**src/hw/rtl/sitd_pkg.sv**
```systemverilog
// Shared types and constants for the signed integer to decimal text converter.
// Used by the divide-by-ten stages, the character serializer and the top level.
// No dependencies.
package sitd_pkg;

  localparam int unsigned VALUE_W    = 32;
  localparam int unsigned DIGIT_W    = 4;
  // 2^32 < 10^10, so ten digits always cover the magnitude
  localparam int unsigned NUM_DIGITS = 10;
  localparam int unsigned DIV_STAGES = NUM_DIGITS - 1;
  localparam int unsigned DIGS_W     = DIV_STAGES * DIGIT_W;
  localparam int unsigned CHAR_W     = 6;

  // floor(x / 10) == (x * RECIP10) >> RECIP10_SHIFT for every 32-bit x
  localparam logic [VALUE_W-1:0] RECIP10       = 32'hCCCC_CCCD;
  localparam int unsigned        RECIP10_SHIFT = 35;

  localparam logic [CHAR_W-1:0] CHAR_ZERO  = 6'd48;
  localparam logic [CHAR_W-1:0] CHAR_MINUS = 6'd45;

  // One number in flight: sign, remaining quotient, digits found so far.
  // Newest digit sits in the low nibble of digs.
  typedef struct packed {
    logic               neg;
    logic [VALUE_W-1:0] mag;
    logic [DIGS_W-1:0]  digs;
  } item_t;

endpackage

```
**src/hw/rtl/sitd_serializer.sv**
```systemverilog
// Takes a fully split number and sends its text one character per request,
// sign first, leading zeros skipped, last character flagged. Depends on sitd_pkg.
module sitd_serializer (
  input  logic                         clk,
  input  logic                         rst,
  input  logic                         in_valid,
  output logic                         in_ready,
  input  sitd_pkg::item_t              in_item,
  output logic                         char_valid,
  input  logic                         char_ready,
  output logic [sitd_pkg::CHAR_W-1:0]  char_data,
  output logic                         char_last
);
  import sitd_pkg::*;

  localparam int unsigned  POS_W    = $clog2(NUM_DIGITS);
  localparam logic [POS_W-1:0] LAST_POS = POS_W'(NUM_DIGITS - 1);

  // digit j (0 = most significant) at [DIGIT_W*j +: DIGIT_W]
  logic [NUM_DIGITS*DIGIT_W-1:0] full_digs;
  logic [NUM_DIGITS*DIGIT_W-1:0] digs;
  logic [POS_W-1:0]              first_pos;
  logic [POS_W-1:0]              pos;
  logic [DIGIT_W-1:0]            cur_digit;
  logic                          busy;
  logic                          sign_pend;
  logic                          out_free;

  assign full_digs = {in_item.digs, in_item.mag[DIGIT_W-1:0]};

  // first nonzero digit; zero keeps only the ones digit
  always_comb begin
    first_pos = LAST_POS;
    for (int j = NUM_DIGITS - 1; j >= 0; j--) begin
      if (full_digs[DIGIT_W*j +: DIGIT_W] != '0) begin
        first_pos = POS_W'(j);
      end
    end
  end

  assign cur_digit = digs[DIGIT_W*pos +: DIGIT_W];
  assign out_free  = !char_valid || char_ready;
  assign in_ready  = !busy;

  always_ff @(posedge clk) begin
    if (rst) begin
      busy       <= 1'b0;
      sign_pend  <= 1'b0;
      char_valid <= 1'b0;
    end else begin
      if (!busy && in_valid) begin
        busy      <= 1'b1;
        digs      <= full_digs;
        pos       <= first_pos;
        sign_pend <= in_item.neg;
      end
      if (out_free) begin
        char_valid <= busy;
        if (busy) begin
          if (sign_pend) begin
            char_data <= CHAR_MINUS;
            char_last <= 1'b0;
            sign_pend <= 1'b0;
          end else begin
            char_data <= CHAR_ZERO + CHAR_W'(cur_digit);
            char_last <= (pos == LAST_POS);
            pos       <= pos + 1'b1;
            if (pos == LAST_POS) begin
              busy <= 1'b0;
            end
          end
        end
      end
    end
  end

endmodule

```
**config.mk**
```make
export PLATFORM = sky130hd
export DESIGN_NAME = sitd_serializer
export DESIGN_NICKNAME = d
export VERILOG_FILES = /design/src/hw/rtl/sitd_pkg.sv /design/src/hw/rtl/sitd_serializer.sv
export SDC_FILE = /design/constraint.sdc
export NUM_CORES = 1
export LEC_CHECK = 0
export BUFFER_PORTS_ARGS = -buffer_cell sky130_fd_sc_hd__clkbuf_2
export CELL_PAD_IN_SITES_DETAIL_PLACEMENT = 1
export CELL_PAD_IN_SITES_GLOBAL_PLACEMENT = 2
export CORE_UTILIZATION = 35
export CTS_BUF_LIST = sky130_fd_sc_hd__clkbuf_16
export CTS_CLUSTER_SIZE = 28
export DETAILED_ROUTE_END_ITERATION = 10
export PLACE_DENSITY_LB_ADDON = 0.05
export SLEW_MARGIN = 20
export SYNTH_ARGS = -nofsm -noshare
export SYNTH_HDL_FRONTEND = slang
export SYNTH_SLANG_ARGS = --single-unit
```
**constraint.sdc**
```tcl
create_clock -name clk -period 8.2 [get_ports clk]
set_input_delay 1.64 -clock clk [delete_from_list [all_inputs] [get_ports clk]]
set_output_delay 1.64 -clock clk [all_outputs]
set_load 0.02 [all_outputs]
```
==> results of run 1 <==
-- Yosys cell counts, drive strengths merged, types with 3 or more instances --
master	number
nor2	9
edfxtp	50
nand2b	3
clkbuf	4
buf	3
or4	6
inv	4
mux4	8
mux2	4
nor3	3
nor4	5
a21oi	4
dfxtp	3
nor2b	3
nand2	5
nand3	4
a22oi	4
-- through the flow --
| step | hold slack (ps) | setup WS (ps) | power (W) | area [um^2] |
|---|---|---|---|---|
| after floorplan | 619 | 4340 | 0.000366 | 2330 |
| after global placement | 585 | 4820 | 0.000392 | 2660 |
| after detailed placement | 593 | 4790 | 0.000395 | 2660 |
| after CTS | 604 | 5090 | 0.000663 | 2850 |
| after global routing | 623 | 5010 | 0.000677 | 2870 |
| final | 597 | 5090 | 0.000655 | 2870 |
-- cells by family (layout without fill, tap and decap cells) --
kind of cell / after synthesis / in the layout / synth area share [%]
flops: 53 / 53 / 67.0
mux: 14 / 14 / 10.5
simple gates: 45 / 45 / 12.3
other cells: 1 / 1 / 0.161
fa+ha+maj: 2 / 2 / 1.07
compound gates: 21 / 21 / 6.92
buf+inv: 11 / 65 / 1.99
-- flip-flops by register name, indices dropped and copies added (netlist names) --
| register | flops |
|---|---|
| sign_pend | 1 |
| char_valid | 1 |
| char_data | 5 |
| digs | 40 |
| char_last | 1 |
| busy | 1 |
| pos | 4 |
-- routing by layer --
layer  part of all wire, %  track usage, %  up-vias
li1                      -               -      698
met1                    44            19.9      737
met2                    50            26.4       39
met3                   4.3            3.66        5
met4                   1.3            5.08        0
met5                     0               0        -
-- layout make-up --
class / count / share of cell area, %
Multi-Input combinational cell: 83 / 25.4
Timing Repair Buffer: 53 / 9.75
Sequential cell: 53 / 54.3
Clock buffer: 5 / 4.35
Clock inverter: 3 / 2.26
Inverter: 4 / 0.522
Tap cell: 77 / 3.35
-- report_power, final --
group	internal, W	switching, W	leakage [nW]	total [W]
clock network	0.000174	0.0000930	0.0938	0.000267
logic	0.0000316	0.0000314	0.482	0.0000630
registers	0.000312	0.0000132	0.490	0.000325
total	0.000518	0.000138	1.07	0.000655
-- critical path: stages --
cell and delay, ps:
clkbuf_2 90, nor4_1 690, a211o_1 250, a2111oi_0 100, or3_1 360
-- path summary, 6_finish.rpt --
| path | slack, ps | start | to | depth (start not counted) |
|---|---|---|---|---|
| min reg2reg | 600 | char_valid$_SDFFE_PP0N_ | char_valid$_SDFFE_PP0N_ | 2 |
| max reg2reg | 6090 | pos[0]$_DFFE_PN_ | char_data[0]$_SDFFCE_PP1P_ | 3 |
| min | 600 | char_valid$_SDFFE_PP0N_ | char_valid$_SDFFE_PP0N_ | 2 |
| max | 5090 | in_item[25] | pos[1]$_DFFE_PN_ | 5 |
==> qor.csv, run 1 <==
stage,metric,value,unit
drt,routed wire length,5.18,mm
finish,footprint of the multi-input gates,731,um^2
drt,Initial DRC Count,53,
finish,most frequent cells in the layout,"clkbuf_2, edfxtp_1, nor2_1, mux4_2",
place,Cells after DPL,269,
synth,syn_nets,222,
synth,post-synthesis sequential area ratio,67.0,%
synth,mapped cell area,2330,um^2
floorplanning,Core Area,6390,um^2
finish,Seq. cell area,1560,um^2
synth,Post-synth ARST share,0,%
sta,fin. max-slew vios,0,
synth,leading register cell type out of synthesis,edfxtp_1,
hold_path,HP Class,reg -> reg,
outcome,status,"complete, no violations",
run,Max Cap Viol,0,
finish,antenna diode count,0,
synth,Post-synth EDFFs,50,
finish,"commonest non-fill, non-tap cell in the layout",clkbuf_2,
critical_path,worst-path fanout max,3,
clocking,CTS-repair resized insts,0,
clocking,CTS H-tree depth,2,
clocking,"Clk pin slew, worst setup/hold paths",70,ps
critical_path,Worst setup SP type,input pin,
power_and_ir_drop,power per standard cell area,228,nW/um^2
drt,detailed-route DRC error count,0,
sta,unrepaired setup endpoints after global routing,false,
finish,fin cells,278,
clocking,CTS tree,done,
clocking,CTS Hold Bufs,0,
floorplanning,Die Y,83.6,um
finish,FILL cells,673,
place,count of buffers from port buffering,52,
critical_path,worst endpoint required time,8240,ps
place,Final HPWL DP,3.88,mm
sta,Max Clock Skew,5.09,ps
clocking,CTS Root Cell,clkbuf_16,
sta,Slew @ Worst Pin,864,ps
finish,Final Util,45.0,%
drt,Detail Route Antenna Nets,0,
clocking,clk sinks,53,
floorplanning,I/O Pins,82,
global_routing,first-pass GRT wire length,8.27,mm
clocking,Worst-Skew Late Latency,290,ps
global_routing,initial antenna violation count,0,
place,gpl congestion,0.707,
sta,Final min period,3110,ps
sta,crit share post-route,37.9,%
synth,"Distinct cells, synth",43,
sta,slew margin rel.,42.0,%
clocking,clock buffer count from CTS,5,
finish,Nets,275,
critical_path,kind of critical path,in -> reg,
critical_path,Setup crit end kind,flop,
synth,largest cells by area after synthesis,"edfxtp_1, mux4_2, dfxtp_1",
floorplanning,die extent in x,83.6,um
sta,setup TNS,0,ps
sta,final hold viol count,0,
sta,Fmax,322,MHz
floorplanning,die area,6990,um^2
clocking,post-CTS setup buffers,0,
synth,Syn Inst Count,147,
synth,top-area cell type share of the netlist area,64.4,%
power_and_ir_drop,Leak,1.07,nW
drt,vias per inst,5.32,
floorplanning,# rows,29,
synth,Mapped Avg Cell Area,15.9,um^2
power_and_ir_drop,peak supply drop,0.111,mV
global_routing,largest net degree at the start of global routing,41,
global_routing,Overall Global Routing Usage,15.7,%
critical_path,Worst Path Arrival,3150,ps
floorplanning,Starting Density,36.5,%
drt,DR pass1 iterations,4,
synth,yosys warns,0,
clocking,Max clock buf depth,2,
drt,Wirelength per Cell,18.6,um
finish,share of layout cells above drive strength 1,39.3,%
synth,largest area contributor in the netlist,edfxtp_1,
global_routing,total gr overflow,0,
finish,area grow syn2layout,23.3,%
sta,final setup vio count,0,
drt,vias after detailed routing,1479,
global_routing,vias in the first global route,1554,
synth,"flops & latches, synth",53,
(Power assumes the default switching activity.)
==> run 2, diff against run 1 <==
CORE_UTILIZATION = 33   (was 35)
clock period = 2.9 ns   (was 8.2 ns; I/O delays follow)
==> run 2 against run 1 <==
Compared with the run above:
- global-route usage down 0.82 points
- clock skew hardly changed
- cell count rose by 7.6%
- sequential power rose to 2.8 times the previous value
- power grew to 2.7 times the previous value
- clock power up 150%
- cell area grew 0.13%
- critical endpoint unchanged
- non-clock buffer count rose by 3
- via count increased by 0.47%
- worst hold slack got worse by 140 ps
- clock-buffer cell count stayed put
- die area grew 5.9%
- highest routed layer unchanged
==> qor.csv, run 2 (synthesis results as in run 1) <==
stage,metric,value,unit
finish,top flop regs,"digs x40, char_data x5, pos x4",
global_routing,first-pass GRT wire length,8.07,mm
global_routing,vias in the first global route,1558,
floorplanning,die area,7400,um^2
place,pre-CTS setup slack,556,ps
place,Cells after DPL,292,
place,gpl congestion,0.751,
place,count of buffers from port buffering,52,
floorplanning,I/O Pins,82,
run,Max Cap Viol,0,
sta,slew margin rel.,46.6,%
drt,DR pass1 iterations,4,
sta,crit share post-route,70.9,%
sta,fin. max-slew vios,0,
global_routing,total gr overflow,0,
sta,Slew @ Worst Pin,795,ps
finish,Biggest register,digs,
power_and_ir_drop,power per standard cell area,614,nW/um^2
drt,Initial DRC Count,70,
floorplanning,die extent in x,86.0,um
critical_path,cell with the largest stage delay on the worst path,or4_1,
clocking,"Clk pin slew, worst setup/hold paths",70,ps
floorplanning,Die Y,86.0,um
sta,post-route setup slack,843,ps
clocking,Worst-Skew Late Latency,290,ps
critical_path,Worst setup SP type,input pin,
floorplanning,Starting Density,34.3,%
floorplanning,# rows,30,
sta,final setup vio count,0,
critical_path,Worst path max stage delay,560,ps
outcome,status,"complete, no violations",
critical_path,Worst Path Buf+Inv,1,
finish,most frequent cells in the layout,"clkbuf_2, edfxtp_1, nor2_1, mux4_2",
sta,Min Hold Slack,460,ps
finish,Nets,278,
critical_path,worst endpoint required time,3070,ps
sta,Fmax,486,MHz
clocking,CTS Root Cell,clkbuf_16,
sta,Max Clock Skew,5.54,ps
sta,Final min period,2060,ps
drt,vias after detailed routing,1486,
power_and_ir_drop,peak supply drop,0.212,mV
clocking,clock buffer count from CTS,5,
drt,vias per inst,4.97,
critical_path,Worst path top cell family by delay,compound AO/OA/AOI/OAI gates,
sta,unrepaired setup endpoints after global routing,false,
sta,final hold viol count,0,
clocking,CTS Hold Bufs,0,
place,Final HPWL DP,3.91,mm
finish,"commonest non-fill, non-tap cell in the layout",clkbuf_2,
clocking,Max clock buf depth,2,
finish,share of layout cells above drive strength 1,39.9,%
critical_path,Worst Path Arrival,2220,ps
drt,Wirelength per Cell,17.2,um
clocking,CTS H-tree depth,2,
floorplanning,Core Area,6790,um^2
finish,fin cells,299,
clocking,clk sinks,53,
global_routing,initial antenna violation count,0,
finish,max FFs per register,40,
critical_path,critical-path cell list,clkbuf_2 -> or4_1 -> a211o_1 -> a2111oi_0 -> or3_1,
sta,setup TNS,0,ps
critical_path,Setup crit end kind,flop,
clocking,CTS tree,done,
drt,detailed-route DRC error count,0,
global_routing,Overall Global Routing Usage,14.8,%
drt,Detail Route Antenna Nets,0,
critical_path,worst-path fanout max,3,
drt,routed wire length,5.13,mm
power_and_ir_drop,Leak,1.06,nW
critical_path,"reg-to-reg slack, setup",1030,ps
clocking,post-CTS setup buffers,0,
critical_path,kind of critical path,in -> reg,
hold_path,HP Class,in -> reg,
finish,FILL cells,700,
global_routing,largest net degree at the start of global routing,41,
finish,area grow syn2layout,23.5,%
finish,antenna diode count,0,
clocking,CTS-repair resized insts,0,
[run 2: changes by cell type in the layout (fill, tap and decap cells not counted)]
| cell | before | now |
|---|---|---|
| buf_4 | 0 | 4 |
| buf_12 | 1 | 0 |
| bufinv_16 | 2 | 1 |
[run 2: area by class of cell]
| class | count | area (um^2) | area share [%] |
|---|---|---|---|
| inverter | 4 | 15.0 | 0.522 |
| clock buffer | 5 | 125 | 4.35 |
| clock inverter | 2 | 35.0 | 1.22 |
| multi-input combinational | 83 | 731 | 25.4 |
| sequential | 53 | 1560 | 54.3 |
| tap | 96 | 120 | 4.17 |
| timing repair buffer | 56 | 290 | 10.1 |
[run 2: worst reg2reg max path, stage by stage, from the launching register on]
cell and delay (ps):
edfxtp_1 730, mux4_2 580, mux2i_1 210, o31ai_1 90
[run 2: layer usage]
metal	global-route usage (%)	wire [um]
met5	0	0
met2	24.5	2490
met4	6.21	111
met3	2.69	197
met1	19.3	2330
[run 2: final timing paths]
| path | start | end | cells after the start |
|---|---|---|---|
| max | in_item[13] | pos[1]$_DFFE_PN_ | 5 |
| min | in_item[33] | digs[37]$_DFFE_PP_ | 1 |
| max reg2reg | pos[1]$_DFFE_PN_ | char_data[1]$_SDFFCE_PP0P_ | 3 |
| min reg2reg | char_valid$_SDFFE_PP0N_ | char_valid$_SDFFE_PP0N_ | 2 |
[run 2: power by group]
part | switching [W] | internal [W]
Sequential | 0.0000264 | 0.000882
Clock | 0.000265 | 0.000401
Combinational | 0.000100 | 0.0000917
[run 2: metrics by stage]
step                      total power (W)  utilization, %  instance area (um^2)
final                             0.00177            42.4                  2880
after CTS                         0.00178            42.4                  2880
after global routing              0.00182            42.4                  2880
after detailed placement          0.00112            40.0                  2720
after floorplan                   0.00103               -                  2330
after global placement            0.00111            40.0                  2720
==> run 3, diff against run 2 <==
clock period = 1.99 ns   (was 2.9 ns; I/O delays follow)
==> run 3 against run 2 <==
Compared with the run above:
- clock-buffer cell count did not move
- sequential cell count did not move
- die area did not move
- first-iteration DRC count fell by 36%
- clock skew rose by 2.8 ps
- register-to-register slack got worse by 830 ps
- power rose by 40%
==> qor.csv, run 3 (synthesis results as in run 1) <==
stage,metric,value,unit
clocking,CTS Hold Bufs,0,
floorplanning,Die Y,86.0,um
hold_path,hold path start,in_item[34],
finish,most frequent cells in the layout,"clkbuf_2, edfxtp_1, buf_4",
finish,area grow syn2layout,27.6,%
critical_path,kind of critical path,in -> reg,
floorplanning,die extent in x,86.0,um
drt,Initial DRC Count,45,
clocking,post-CTS setup buffers,0,
clocking,CTS Root Cell,clkbuf_16,
critical_path,worst endpoint required time,2150,ps
clocking,CTS tree,done,
critical_path,Worst path max stage delay,570,ps
finish,Biggest register,digs,
clocking,clock buffer count from CTS,5,
sta,final setup vio count,0,
critical_path,"reg-to-reg slack, setup",200,ps
drt,Detail Route Antenna Nets,0,
global_routing,initial antenna violation count,0,
critical_path,Setup crit start,in_item[13],
sta,crit share post-route,90.6,%
global_routing,vias in the first global route,1660,
drt,vias per inst,4.93,
finish,share of layout cells above drive strength 1,42.6,%
global_routing,first-pass GRT wire length,8.58,mm
hold_path,HP Class,in -> reg,
place,gpl congestion,0.743,
floorplanning,I/O Pins,82,
drt,detailed-route DRC error count,0,
sta,setup TNS,0,ps
sta,Fmax,554,MHz
critical_path,cell with the largest stage delay on the worst path,or4_1,
critical_path,reg2reg start,pos[1]$_DFFE_PN_,
place,Final HPWL DP,4.11,mm
critical_path,critical-path cell list,clkbuf_2 -> or4_1 -> a211o_1 -> a2111oi_0 -> or3_1,
clocking,clk sinks,53,
sta,fin. max-slew vios,0,
sta,slew margin rel.,65.6,%
power_and_ir_drop,Leak,1.12,nW
floorplanning,# rows,30,
sta,Min Hold Slack,281,ps
sta,final hold viol count,0,
floorplanning,Core Area,6790,um^2
outcome,status,"complete, no violations",
sta,Final min period,1800,ps
finish,Nets,290,
critical_path,Setup crit end kind,flop,
place,count of buffers from port buffering,52,
drt,DR pass1 iterations,4,
power_and_ir_drop,power per standard cell area,833,nW/um^2
sta,Max Clock Skew,8.31,ps
clocking,CTS H-tree depth,2,
clocking,Max clock buf depth,2,
drt,vias after detailed routing,1537,
finish,antenna diode count,0,
sta,unrepaired setup endpoints after global routing,false,
critical_path,Worst Path Arrival,1960,ps
floorplanning,die area,7400,um^2
finish,Final Util,43.8,%
finish,max FFs per register,40,
power_and_ir_drop,peak supply drop,0.369,mV
run,Max Cap Viol,0,
critical_path,Worst setup SP type,input pin,
clocking,CTS-repair resized insts,0,
critical_path,worst-path fanout max,2,
global_routing,largest net degree at the start of global routing,36,
critical_path,r2r worst-path depth,3,
drt,Wirelength per Cell,16.9,um
finish,"commonest non-fill, non-tap cell in the layout",clkbuf_2,
finish,top flop regs,"digs x40, char_data x5, pos x4",
clocking,Worst-Skew Late Latency,290,ps
critical_path,worst setup path endpoint,pos[1]$_DFFE_PN_,
global_routing,total gr overflow,0,
critical_path,RR Endpoint,char_data[1]$_SDFFCE_PP0P_,
floorplanning,Starting Density,34.3,%
sta,Slew @ Worst Pin,515,ps
clocking,"Clk pin slew, worst setup/hold paths",70,ps
global_routing,Overall Global Routing Usage,15.7,%
drt,routed wire length,5.28,mm
==> run 3: changes by cell type in the layout (fill, tap and decap cells not counted) <==
cell / before / now
buf_4: 4 / 14
buf_12: 0 / 2
clkinv_1: 0 / 2
bufinv_16: 1 / 0
clkinv_2: 1 / 0
inv_6: 0 / 1
==> run 3: layout make-up <==
cell class | count | area, um^2
fillers | 718 | 3820
flip-flops and latches | 53 | 1560
multi-input cells | 83 | 731
repair buffers | 68 | 405
clock buffers | 5 | 125
well taps | 96 | 120
clock inverters | 3 | 16.3
inverters | 4 | 15.0
==> run 3: per-stage QoR <==
step,worst slack [ps],cells,cell area (um^2),total power [W]
2_1_floorplan,74.7,147,2340,0.00151
3_3_place_gp,-136,304,2830,0.00165
3_5_place_dp,-137,304,2830,0.00166
4_1_cts,153,312,2970,0.00251
5_1_grt,43.4,312,2970,0.00257
6_report,187,312,2970,0.00248
==> run 3: worst min path at each step <==
stage / endpoint / slack (ps) / cells after the start
after CTS: digs[38]$_DFFE_PP_ / 280 / 1
after detailed placement: digs[38]$_DFFE_PP_ / 580 / 1
final: digs[38]$_DFFE_PP_ / 280 / 1
after floorplan: char_valid$_SDFFE_PP0N_ / 470 / 1
after global routing: digs[37]$_DFFE_PP_ / 280 / 1
after global placement: digs[37]$_DFFE_PP_ / 580 / 1
==> run 3: routing by layer <==
layer	share of wire (%)	vias up	routed length (um)	GRT usage [%]
met5	0	-	0	0
met4	0.87	0	46	4.09
met3	4.5	4	239	3.75
met2	52	44	2750	27.1
met1	43	761	2250	19.7
li1	-	728	-	-
==> run 3: worst max-delay path: cells and delay by family <==
kind | cells | cell delay [ps]
buf+inv | 1 | 100
simple gates | 2 | 730
compound gates | 2 | 740
==> run 3: where the power goes <==
part | switching [W] | internal [W]
sequential | 0.0000356 | 0.00128
clock | 0.000385 | 0.000463
combinational | 0.000155 | 0.000154
total | 0.000576 | 0.00190
